==> src/rtl/core/lbed_pkg.sv <==
// ----------------------------------------------------------------------------
// lbed_pkg: shared types and constants of the ladder button event detector
// Button and event codes, register indexes, configuration and record layouts.
// ----------------------------------------------------------------------------
`default_nettype none

package lbed_pkg;

    // ADC sample width and width of the ladder threshold registers
    localparam int SAMPLE_BITS = 12;
    localparam int LEVEL_BITS  = 12;
    localparam int CMP_BITS    = (SAMPLE_BITS > LEVEL_BITS) ? SAMPLE_BITS : LEVEL_BITS;
    localparam int TIME_BITS   = 16;
    localparam int STAMP_BITS  = 32;
    localparam int NUM_BUTTONS = 7;
    localparam int CFG_IDX_BITS  = 3;
    localparam int CFG_DATA_BITS = 16;

    localparam logic [STAMP_BITS-1:0] DEBOUNCE_WIN = 32'd5;

    localparam logic [LEVEL_BITS-1:0] RST_IDLE_LEVEL = 12'd3800;
    localparam logic [LEVEL_BITS-1:0] RST_A_ONE      = 12'd3100;
    localparam logic [LEVEL_BITS-1:0] RST_A_TWO      = 12'd2090;
    localparam logic [LEVEL_BITS-1:0] RST_A_THREE    = 12'd750;
    localparam logic [LEVEL_BITS-1:0] RST_B_LEVEL    = 12'd1120;
    localparam logic [TIME_BITS-1:0]  RST_LONG_PRESS = 16'd1000;
    localparam logic [TIME_BITS-1:0]  RST_REP_DELAY  = 16'd500;
    localparam logic [TIME_BITS-1:0]  RST_REP_PERIOD = 16'd150;

    typedef enum logic [2:0] {
        BTN_BACK    = 3'd0,
        BTN_CONFIRM = 3'd1,
        BTN_LEFT    = 3'd2,
        BTN_RIGHT   = 3'd3,
        BTN_UP      = 3'd4,
        BTN_DN      = 3'd5,
        BTN_POWER   = 3'd6
    } button_t;

    typedef enum logic [1:0] {
        EV_PRESS   = 2'd0,
        EV_RELEASE = 2'd1,
        EV_REPEAT  = 2'd2,
        EV_LONG    = 2'd3
    } kind_t;

    typedef enum logic [CFG_IDX_BITS-1:0] {
        REG_IDLE_LEVEL    = 3'd0,
        REG_A_LEVEL_ONE   = 3'd1,
        REG_A_LEVEL_TWO   = 3'd2,
        REG_A_LEVEL_THREE = 3'd3,
        REG_B_LEVEL       = 3'd4,
        REG_LONG_PRESS    = 3'd5,
        REG_REPEAT_DELAY  = 3'd6,
        REG_REPEAT_PERIOD = 3'd7
    } cfg_idx_t;

    typedef enum logic [1:0] {
        ST_IDLE,
        ST_RUN,
        ST_FLUSH
    } state_t;

    typedef struct packed {
        logic [LEVEL_BITS-1:0] idle_level;
        logic [LEVEL_BITS-1:0] a_level_one;
        logic [LEVEL_BITS-1:0] a_level_two;
        logic [LEVEL_BITS-1:0] a_level_three;
        logic [LEVEL_BITS-1:0] b_level;
        logic [TIME_BITS-1:0]  long_press_time;
        logic [TIME_BITS-1:0]  repeat_delay;
        logic [TIME_BITS-1:0]  repeat_period;
    } cfg_t;

    // per-button record kept in the state RAM
    typedef struct packed {
        logic                  last_raw;
        logic                  long_done;
        logic [STAMP_BITS-1:0] change_time;
        logic [STAMP_BITS-1:0] press_time;
        logic [STAMP_BITS-1:0] repeat_time;
    } entry_t;

    localparam int ENTRY_BITS = $bits(entry_t);

    // decoded levels of one poll
    typedef struct packed {
        logic [NUM_BUTTONS-1:0] lvl;
        logic                   a_at_idle;
        logic                   b_at_idle;
    } dec_res_t;

    // outcome of one button evaluation
    typedef struct packed {
        logic  evt;
        kind_t kind;
        logic  press;
    } eval_res_t;

endpackage

`default_nettype wire

==> src/rtl/core/lbed_state_ram.sv <==
// ----------------------------------------------------------------------------
// lbed_state_ram: single-port-write, single-port-read synchronous RAM
// One write and one registered read per cycle.
// ----------------------------------------------------------------------------
`default_nettype none

module lbed_state_ram #(
    parameter int DATA_W = 8,
    parameter int DEPTH  = 8
) (
    input  wire logic                     clk,
    input  wire logic                     wr_en,
    input  wire logic [$clog2(DEPTH)-1:0] wr_addr,
    input  wire logic [DATA_W-1:0]        wr_data,
    input  wire logic                     rd_en,
    input  wire logic [$clog2(DEPTH)-1:0] rd_addr,
    output logic      [DATA_W-1:0]        rd_data
);

    logic [DATA_W-1:0] mem [DEPTH];

    // write port
    always_ff @(posedge clk)
    begin
        if (wr_en)
        begin
            mem[wr_addr] <= wr_data;
        end
    end

    // registered read port
    always_ff @(posedge clk)
    begin
        if (rd_en)
        begin
            rd_data <= mem[rd_addr];
        end
    end

endmodule

`default_nettype wire

==> src/rtl/core/lbed_decode.sv <==
// ----------------------------------------------------------------------------
// lbed_decode: ladder decode and idle gating for one poll
// Turns the two ADC samples and the power pin into raw button levels.
// ----------------------------------------------------------------------------
`default_nettype none

module lbed_decode (
    input  wire logic [lbed_pkg::SAMPLE_BITS-1:0] ladder_a_sample,
    input  wire logic [lbed_pkg::SAMPLE_BITS-1:0] ladder_b_sample,
    input  wire logic                             power_pin,
    input  wire lbed_pkg::cfg_t                   cfg,
    input  wire logic [lbed_pkg::NUM_BUTTONS-1:0] held,
    input  wire logic                             a_idle_seen,
    input  wire logic                             b_idle_seen,
    output lbed_pkg::dec_res_t                    dec
);

    import lbed_pkg::*;

    logic [CMP_BITS-1:0] sa;
    logic [CMP_BITS-1:0] sb;
    button_t             ba;
    button_t             bb;

    assign sa = CMP_BITS'(ladder_a_sample);
    assign sb = CMP_BITS'(ladder_b_sample);

    // thresholds are tested in fixed order: idle, one, two, three on ladder A; idle, B level on ladder B
    always_comb
    begin
        dec = '0;
        ba  = BTN_RIGHT;
        bb  = BTN_DN;

        if (sa >= CMP_BITS'(cfg.idle_level))
        begin
            dec.a_at_idle = 1'b1;
        end
        else
        begin
            if (sa >= CMP_BITS'(cfg.a_level_one))
                ba = BTN_BACK;
            else if (sa >= CMP_BITS'(cfg.a_level_two))
                ba = BTN_CONFIRM;
            else if (sa >= CMP_BITS'(cfg.a_level_three))
                ba = BTN_LEFT;
            else
                ba = BTN_RIGHT;
            // a new button is only taken after the ladder went idle
            if (a_idle_seen || held[ba])
                dec.lvl[ba] = 1'b1;
        end

        if (sb >= CMP_BITS'(cfg.idle_level))
        begin
            dec.b_at_idle = 1'b1;
        end
        else
        begin
            if (sb >= CMP_BITS'(cfg.b_level))
                bb = BTN_UP;
            else
                bb = BTN_DN;
            if (b_idle_seen || held[bb])
                dec.lvl[bb] = 1'b1;
        end

        // power pin is active low
        dec.lvl[BTN_POWER] = ~power_pin;
    end

endmodule

`default_nettype wire

==> src/rtl/core/lbed_button_eval.sv <==
// ----------------------------------------------------------------------------
// lbed_button_eval: debounce and event decision for one button record
// Read-modify step applied to the record fetched from the state RAM.
// ----------------------------------------------------------------------------
`default_nettype none

module lbed_button_eval (
    input  wire lbed_pkg::button_t                idx,
    input  wire logic                             lvl,
    input  wire logic                             held,
    input  wire lbed_pkg::entry_t                 ent,
    input  wire logic [lbed_pkg::STAMP_BITS-1:0]  now,
    input  wire lbed_pkg::cfg_t                   cfg,
    output lbed_pkg::entry_t                      ent_next,
    output logic                                  held_next,
    output lbed_pkg::eval_res_t                   res
);

    import lbed_pkg::*;

    logic [STAMP_BITS-1:0] since_change;
    logic [STAMP_BITS-1:0] since_press;
    logic [STAMP_BITS-1:0] since_repeat;
    logic                  directional;

    assign directional = (idx inside {[BTN_LEFT:BTN_DN]});

    // all time differences wrap modulo 2^32
    assign since_press  = now - ent.press_time;
    assign since_repeat = now - ent.repeat_time;

    always_comb
    begin
        ent_next  = ent;
        held_next = held;
        res       = '0;

        // raw level change restarts the debounce window
        if (lvl != ent.last_raw)
        begin
            ent_next.change_time = now;
            ent_next.last_raw    = lvl;
        end
        since_change = now - ent_next.change_time;

        if (since_change >= DEBOUNCE_WIN)
        begin
            if (lvl && !held)
            begin
                held_next            = 1'b1;
                ent_next.press_time  = now;
                ent_next.long_done   = 1'b0;
                ent_next.repeat_time = now;
                res.evt              = 1'b1;
                res.kind             = EV_PRESS;
                res.press            = 1'b1;
            end
            else if (!lvl && held)
            begin
                held_next = 1'b0;
                res.evt   = 1'b1;
                res.kind  = EV_RELEASE;
            end
            else if (lvl)
            begin
                if (directional)
                begin
                    if (since_press >= STAMP_BITS'(cfg.repeat_delay) &&
                        since_repeat >= STAMP_BITS'(cfg.repeat_period))
                    begin
                        ent_next.repeat_time = now;
                        res.evt              = 1'b1;
                        res.kind             = EV_REPEAT;
                    end
                end
                else if (!ent.long_done && since_press >= STAMP_BITS'(cfg.long_press_time))
                begin
                    ent_next.long_done = 1'b1;
                    res.evt            = 1'b1;
                    res.kind           = EV_LONG;
                end
            end
        end
    end

endmodule

`default_nettype wire

==> src/rtl/core/ladder_button_event_detector.sv <==
// ----------------------------------------------------------------------------
// ladder_button_event_detector: button events from two resistor ladders
// Debounce, idle gating, press/release, repeat and long-press per button.
// ----------------------------------------------------------------------------
// One poll at a time. A poll is taken in ST_IDLE, which also fetches the first
// button record. ST_RUN then walks the seven button records through the state
// RAM (one record a cycle unless the walk is held for the result side, read of
// the next overlapping the write-back of the current), and ST_FLUSH sends the
// final event of the poll, if there is one, marked with last_event. Events
// leave through a one-entry holding stage and an output register, so a stall
// on the result side holds the poll once it produces more than one event, or
// when the last event of the previous poll still waits in the output register.
// Configuration writes are always taken (cfg_ready is tied high) and
// must only be issued while no poll is in progress.
`default_nettype none

module ladder_button_event_detector (
    input  wire logic                                clk,
    input  wire logic                                rst_n,
    // poll input
    input  wire logic                                in_valid,
    output logic                                     in_stall,
    input  wire logic [31:0]                         now_ms,
    input  wire logic [lbed_pkg::SAMPLE_BITS-1:0]    ladder_a_sample,
    input  wire logic [lbed_pkg::SAMPLE_BITS-1:0]    ladder_b_sample,
    input  wire logic                                power_pin,
    // event output
    output logic                                     out_valid,
    input  wire logic                                out_stall,
    output lbed_pkg::button_t                        button,
    output lbed_pkg::kind_t                          event_kind,
    output logic                                     last_event,
    // configuration
    input  wire logic                                cfg_valid,
    output logic                                     cfg_ready,
    input  wire lbed_pkg::cfg_idx_t                  cfg_index,
    input  wire logic [lbed_pkg::CFG_DATA_BITS-1:0]  cfg_data
);

    import lbed_pkg::*;

    localparam int ADDR_BITS = $clog2(NUM_BUTTONS);

    // configuration registers
    cfg_t cfg_reg;

    // sequencer state
    state_t                 state_reg,      state_next;
    button_t                proc_idx_reg,   proc_idx_next;
    logic [STAMP_BITS-1:0]  now_reg,        now_next;
    logic [NUM_BUTTONS-1:0] lvl_reg,        lvl_next;
    logic [NUM_BUTTONS-1:0] held_reg,       held_next;
    logic [NUM_BUTTONS-1:0] vld_reg,        vld_next;
    logic                   rd_vld_reg,     rd_vld_next;
    logic                   a_idle_reg,     a_idle_next;
    logic                   b_idle_reg,     b_idle_next;

    // one-entry holding stage for the newest event of the poll
    logic                   pend_valid_reg, pend_valid_next;
    button_t                pend_button_reg, pend_button_next;
    kind_t                  pend_kind_reg,  pend_kind_next;

    // output register
    logic                   out_valid_reg,  out_valid_next;
    button_t                button_reg,     button_next;
    kind_t                  kind_reg,       kind_next;
    logic                   last_reg,       last_next;

    // RAM ports
    logic                   rd_en;
    logic [ADDR_BITS-1:0]   rd_addr;
    logic                   wr_en;
    logic [ADDR_BITS-1:0]   wr_addr;
    logic [ENTRY_BITS-1:0]  rd_data;

    dec_res_t               dec;
    entry_t                 ent;
    entry_t                 ent_upd;
    logic                   held_upd;
    eval_res_t              res;
    logic                   in_xfer;
    logic                   slot_free;
    logic                   adv;

    assign cfg_ready  = 1'b1;
    assign in_stall   = (state_reg != ST_IDLE);
    assign in_xfer    = in_valid && !in_stall;
    assign out_valid  = out_valid_reg;
    assign button     = button_reg;
    assign event_kind = kind_reg;
    assign last_event = last_reg;

    // configuration write port
    always_ff @(posedge clk or negedge rst_n)
    begin
        if (!rst_n)
        begin
            cfg_reg.idle_level      <= RST_IDLE_LEVEL;
            cfg_reg.a_level_one     <= RST_A_ONE;
            cfg_reg.a_level_two     <= RST_A_TWO;
            cfg_reg.a_level_three   <= RST_A_THREE;
            cfg_reg.b_level         <= RST_B_LEVEL;
            cfg_reg.long_press_time <= RST_LONG_PRESS;
            cfg_reg.repeat_delay    <= RST_REP_DELAY;
            cfg_reg.repeat_period   <= RST_REP_PERIOD;
        end
        else if (cfg_valid && cfg_ready)
        begin
            case (cfg_index)
                REG_IDLE_LEVEL:    cfg_reg.idle_level      <= cfg_data[LEVEL_BITS-1:0];
                REG_A_LEVEL_ONE:   cfg_reg.a_level_one     <= cfg_data[LEVEL_BITS-1:0];
                REG_A_LEVEL_TWO:   cfg_reg.a_level_two     <= cfg_data[LEVEL_BITS-1:0];
                REG_A_LEVEL_THREE: cfg_reg.a_level_three   <= cfg_data[LEVEL_BITS-1:0];
                REG_B_LEVEL:       cfg_reg.b_level         <= cfg_data[LEVEL_BITS-1:0];
                REG_LONG_PRESS:    cfg_reg.long_press_time <= cfg_data[TIME_BITS-1:0];
                REG_REPEAT_DELAY:  cfg_reg.repeat_delay    <= cfg_data[TIME_BITS-1:0];
                REG_REPEAT_PERIOD: cfg_reg.repeat_period   <= cfg_data[TIME_BITS-1:0];
                default:           cfg_reg <= cfg_reg;
            endcase
        end
    end

    // ladder decode of the incoming poll
    lbed_decode u_decode (
        .ladder_a_sample (ladder_a_sample),
        .ladder_b_sample (ladder_b_sample),
        .power_pin       (power_pin),
        .cfg             (cfg_reg),
        .held            (held_reg),
        .a_idle_seen     (a_idle_reg),
        .b_idle_seen     (b_idle_reg),
        .dec             (dec)
    );

    // per-button record store
    lbed_state_ram #(
        .DATA_W (ENTRY_BITS),
        .DEPTH  (NUM_BUTTONS)
    ) u_ram (
        .clk     (clk),
        .wr_en   (wr_en),
        .wr_addr (wr_addr),
        .wr_data (ent_upd),
        .rd_en   (rd_en),
        .rd_addr (rd_addr),
        .rd_data (rd_data)
    );

    // a record never written reads as all zero
    assign ent = rd_vld_reg ? entry_t'(rd_data) : '0;

    lbed_button_eval u_eval (
        .idx       (proc_idx_reg),
        .lvl       (lvl_reg[proc_idx_reg]),
        .held      (held_reg[proc_idx_reg]),
        .ent       (ent),
        .now       (now_reg),
        .cfg       (cfg_reg),
        .ent_next  (ent_upd),
        .held_next (held_upd),
        .res       (res)
    );

    // the walk stops only when an event must displace a held one that cannot leave
    assign slot_free = !out_valid_reg || !out_stall;
    assign adv       = !(res.evt && pend_valid_reg && !slot_free);

    // state registers
    always_ff @(posedge clk or negedge rst_n)
    begin
        if (!rst_n)
        begin
            state_reg      <= ST_IDLE;
            held_reg       <= '0;
            vld_reg        <= '0;
            a_idle_reg     <= 1'b1;
            b_idle_reg     <= 1'b1;
            pend_valid_reg <= 1'b0;
            out_valid_reg  <= 1'b0;
        end
        else
        begin
            state_reg      <= state_next;
            held_reg       <= held_next;
            vld_reg        <= vld_next;
            a_idle_reg     <= a_idle_next;
            b_idle_reg     <= b_idle_next;
            pend_valid_reg <= pend_valid_next;
            out_valid_reg  <= out_valid_next;
        end
    end

    // payload registers
    always_ff @(posedge clk)
    begin
        proc_idx_reg    <= proc_idx_next;
        now_reg         <= now_next;
        lvl_reg         <= lvl_next;
        rd_vld_reg      <= rd_vld_next;
        pend_button_reg <= pend_button_next;
        pend_kind_reg   <= pend_kind_next;
        button_reg      <= button_next;
        kind_reg        <= kind_next;
        last_reg        <= last_next;
    end

    // sequencer: take poll, walk records, flush last event
    always_comb
    begin
        state_next       = state_reg;
        proc_idx_next    = proc_idx_reg;
        now_next         = now_reg;
        lvl_next         = lvl_reg;
        held_next        = held_reg;
        vld_next         = vld_reg;
        rd_vld_next      = rd_vld_reg;
        a_idle_next      = a_idle_reg;
        b_idle_next      = b_idle_reg;
        pend_valid_next  = pend_valid_reg;
        pend_button_next = pend_button_reg;
        pend_kind_next   = pend_kind_reg;
        button_next      = button_reg;
        kind_next        = kind_reg;
        last_next        = last_reg;
        out_valid_next   = out_valid_reg && out_stall;
        rd_en            = 1'b0;
        rd_addr          = '0;
        wr_en            = 1'b0;
        wr_addr          = ADDR_BITS'(proc_idx_reg);

        case (state_reg)
            ST_IDLE:
            begin
                if (in_xfer)
                begin
                    now_next      = now_ms;
                    lvl_next      = dec.lvl;
                    a_idle_next   = a_idle_reg | dec.a_at_idle;
                    b_idle_next   = b_idle_reg | dec.b_at_idle;
                    rd_en         = 1'b1;
                    rd_addr       = ADDR_BITS'(BTN_BACK);
                    rd_vld_next   = vld_reg[BTN_BACK];
                    proc_idx_next = BTN_BACK;
                    state_next    = ST_RUN;
                end
            end

            ST_RUN:
            begin
                if (adv)
                begin
                    // write back the updated record
                    wr_en                  = 1'b1;
                    vld_next[proc_idx_reg] = 1'b1;
                    held_next[proc_idx_reg] = held_upd;

                    // a press closes the idle window of its ladder
                    if (res.press)
                    begin
                        if (proc_idx_reg inside {[BTN_BACK:BTN_RIGHT]})
                            a_idle_next = 1'b0;
                        else if (proc_idx_reg inside {[BTN_UP:BTN_DN]})
                            b_idle_next = 1'b0;
                    end

                    // older held event goes out, new one is held back
                    if (res.evt)
                    begin
                        if (pend_valid_reg)
                        begin
                            out_valid_next = 1'b1;
                            button_next    = pend_button_reg;
                            kind_next      = pend_kind_reg;
                            last_next      = 1'b0;
                        end
                        pend_valid_next  = 1'b1;
                        pend_button_next = proc_idx_reg;
                        pend_kind_next   = res.kind;
                    end

                    if (proc_idx_reg == BTN_POWER)
                    begin
                        state_next = ST_FLUSH;
                    end
                    else
                    begin
                        proc_idx_next = button_t'(proc_idx_reg + 3'd1);
                        rd_en         = 1'b1;
                        rd_addr       = ADDR_BITS'(proc_idx_next);
                        rd_vld_next   = vld_reg[proc_idx_next];
                    end
                end
            end

            ST_FLUSH:
            begin
                if (!pend_valid_reg)
                begin
                    state_next = ST_IDLE;
                end
                else if (slot_free)
                begin
                    out_valid_next  = 1'b1;
                    button_next     = pend_button_reg;
                    kind_next       = pend_kind_reg;
                    last_next       = 1'b1;
                    pend_valid_next = 1'b0;
                    state_next      = ST_IDLE;
                end
            end

            default:
            begin
                state_next = ST_IDLE;
            end
        endcase
    end

endmodule

`default_nettype wire

==> config.mk <==
export PLATFORM = sky130hd
export DESIGN_NAME = ladder_button_event_detector
export DESIGN_NICKNAME = d
export VERILOG_FILES = /design/src/rtl/core/lbed_pkg.sv /design/src/rtl/core/lbed_state_ram.sv /design/src/rtl/core/lbed_decode.sv /design/src/rtl/core/lbed_button_eval.sv /design/src/rtl/core/ladder_button_event_detector.sv
export SDC_FILE = /design/constraint.sdc
export NUM_CORES = 2
export LEC_CHECK = 0
export CAP_MARGIN = 20
export CORE_MARGIN = 5
export CORE_UTILIZATION = 50
export CTS_BUF_LIST = sky130_fd_sc_hd__clkbuf_4 sky130_fd_sc_hd__clkbuf_8 sky130_fd_sc_hd__clkbuf_16
export DETAILED_ROUTE_END_ITERATION = 10
export DONT_BUFFER_PORTS = 1
export GPL_TIMING_DRIVEN = 0
export MAX_ROUTING_LAYER = met4
export PLACE_DENSITY = 0.73
export SYNTH_ARGS = -nofsm -noshare
export SYNTH_HDL_FRONTEND = slang
export SYNTH_SLANG_ARGS = --single-unit
==> constraint.sdc <==
create_clock -name clk -period 12.21 [get_ports clk]
set_input_delay 1.8315 -clock clk [delete_from_list [all_inputs] [get_ports clk]]
set_output_delay 1.8315 -clock clk [all_outputs]
set_load 0.005 [all_outputs]
==> reports/qor.txt <==
outcome - completed
first-pass GRT wire length - 225000 um
largest net degree at the start of global routing - 129
Pre-antenna DRT Iters - 6
final cell count without fillers - 5731
Reg clk slew, reported paths - 0.06 ns
Seq/Total Area, Yosys - 57.6%
Critical-path top delay cell - a2111oi_0
routability congestion estimate - 0.986
Die Y - 324 um
Bufs and invs on worst path - 9
crit path time final - 11.41 ns
area leader, netlist - edfxtp_1
Clock Path Buffers - 3
Worst path top cell family by delay - buffers and inverters
Async SR Flop Fraction - 13.3%
number of fill cells - 8115
Fmax - 87.6 MHz
EDFF count, synth - 838
die area - 105000 um2
Post-CTS Setup Bufs - 0
Synth Net Count - 4533
share of the synthesized area in the top cell type - 51.0%
worst-skew pair later-pin latency - 0.70 ns
critical path data required time - 12.57 ns
Tcrit/Tclk final - 93.5%
GRT Util Overall - 29.5%
Initial Util - 50.3%
# hold bufs at CTS - 0
DR WL/cell - 26.7 um
Area contributors post-synth - edfxtp_1 (51%), ha_1 (5.7%), dfrtp_1 (4.3%)
Post-Route WL - 153000 um
CTS tree - yes
I/O pins - 90
post-synthesis cell count - 4226
Worst path most repeated cell - clkbuf_1
H-tree depth - 3
Slew headroom - 14.4%
Post-Syn Area - 49300 um2
via count - 36.3k
# rows - 115
CTS root buffer - clkbuf_16
I/O Buffers - 0
Area Growth Syn to Fin - 11.0%
Worst Setup Start Kind - register
top_reg_cell synth - edfxtp_1
Hold Vio Cnt, Final - 0
CP Capture Type - register
CP Max Fanout - 38
Synth Register Bits - 966
Final ANT Viol Nets - 0
CTS Buf Count - 98
unrepaired setup endpoints after global routing - no
Distinct cells, synth - 91
Nets - 4659
post_cts resized - 0
max FFs per register - 686
HPWL Detailed - 107000 um
final setup fails - 0
initial antenna violation count - 9
worst slew pin tran - 1.28 ns
DRC viols - 0
Initial DRC Count - 4744
total of max-cap violations - 0
Hold Path Class - reg2reg
vias in the first global route - 35.0k
Core ar. - 98100 um2
Die X - 324 um
Synth Area per Inst - 11.7 um2
total negative slack - 0 ns
share of layout cells above drive strength 1 - 9.22%
vias per cell - 6.33
dpl cells - 5534
synth warn - 0
delay of the slowest critical-path stage - 1.02 ns
Clock Sink Count - 966
Slew Limit Fails - 0
Setup CP Type - reg2reg
Arr. time, crit path - 11.77 ns
GR Overflow Total - 0
clock skew - 0.0298 ns
-- cells by family after synthesis --
kind of cell / share of synthesized area, %
AO/OA/AOI/OAI: 15.5
flip-flops: 57.6
multiplexers: 4.46
other: 0.00760
AND/OR/NAND/NOR: 11.5
adder cells (fa/ha/maj): 5.84
buffers and inverters: 3.78
XOR/XNOR: 1.21
-- synth_stat cells, types with 14 or more instances --
cell type    n
a211o_1     22
a211oi_1    21
a21o_1     185
a21oi_1    149
a22oi_1     90
a31oi_1     18
and2_1      15
and3_1      21
buf_1       18
buf_2       17
buf_4       17
clkbuf_1   208
dfrtp_1     84
dfstp_2     44
edfxtp_1   838
ha_1       223
inv_1      199
mux2_2      87
mux2i_1    114
nand2_1    329
nand2b_1   213
nand3_1     76
nand4_1     28
nor2_1     383
nor2b_1     16
nor3_1      43
o211ai_1    25
o21a_1      44
o21ai_0    207
o22ai_1     33
o311ai_0    14
o32ai_1    177
or3_1       14
xnor2_1     42
xor2_1      23
-- layout make-up --
type / count / area, um2 / share of cell area (%)
Sequential cell: 966 / 28400 / 51.9
Multi-Input combinational cell: 2794 / 19100 / 34.9
Clock buffer: 125 / 2700 / 4.92
Tap cell: 1287 / 1610 / 2.94
Buffer: 264 / 1110 / 2.02
Inverter: 202 / 758 / 1.38
Clock inverter: 57 / 594 / 1.09
Timing Repair Buffer: 26 / 453 / 0.827
Antenna cell: 10 / 25.0 / 0.0457
-- cells in the final DEF (no fill, tap or decap), types with 20 or more instances in the layout --
cell type / n
nor3_1: 43
xor2_1: 23
nand3_1: 76
dfrtp_1: 84
nand2b_1: 213
dfstp_2: 44
a211oi_1: 21
a21o_1: 185
o21ai_0: 207
nand2_1: 328
a22oi_1: 90
mux2i_1: 114
inv_1: 198
xnor2_1: 42
o21a_1: 44
mux2_2: 87
clkbuf_1: 208
a21oi_1: 149
ha_1: 223
o211ai_1: 25
clkbuf_4: 29
buf_4: 20
a211o_1: 22
nand4_1: 28
nor2_1: 383
o22ai_1: 33
clkbuf_16: 100
edfxtp_1: 838
o32ai_1: 177
-- stage by stage --
| stage | hold WS, ns | util (%) | area, um2 | setup slack, ns |
|---|---|---|---|---|
| floorplan | 0.400 | - | 49300 | 3.33 |
| global placement | 0.403 | 51.9 | 50900 | -3.25 |
| detailed placement | 0.411 | 52.4 | 51400 | 1.12 |
| CTS | 0.424 | 55.7 | 54700 | 1.07 |
| finish | 0.422 | 55.8 | 54800 | 0.796 |
| global route | 0.434 | 55.8 | 54800 | 0.636 |
-- worst reg2reg max path: cells and delay by family, from the launching register on --
family	cells	cell delay (ns)
adder cells (fa/ha/maj)	2	0.75
flip-flops	1	0.55
AND/OR/NAND/NOR	7	2.39
buffers and inverters	9	4.24
XOR/XNOR	1	0.19
AO/OA/AOI/OAI	9	2.92
-- layer usage --
metal | up-vias | global-route usage, % | part of all wire [%]
met5 | - | - | 0
met4 | 0 | 12.2 | 4.9
met3 | 414 | 7.81 | 12
met2 | 2102 | 44.2 | 45
met1 | 17700 | 38.4 | 39
li1 | 16100 | - | -
-- final timing paths --
kind                             startpoint                 to  slack, ns  cells after the start
setup / recovery                 rd_vld_reg  u_ram.rd_data[51]       0.80                     28
hold / removal             pend_kind_reg[0]      event_kind[0]       0.42                      0
setup reg to reg                 rd_vld_reg  u_ram.rd_data[51]       0.80                     28
hold reg to reg            pend_kind_reg[0]      event_kind[0]       0.42                      0
max in group asynchronous             rst_n         cfg_reg[4]      11.12                      0
min in group asynchronous             rst_n        cfg_reg[49]       0.82                      0
Power is left out: the tool's default activity adds up to more than one toggle a clock period on the data nets, which glitch-free logic cannot reach.
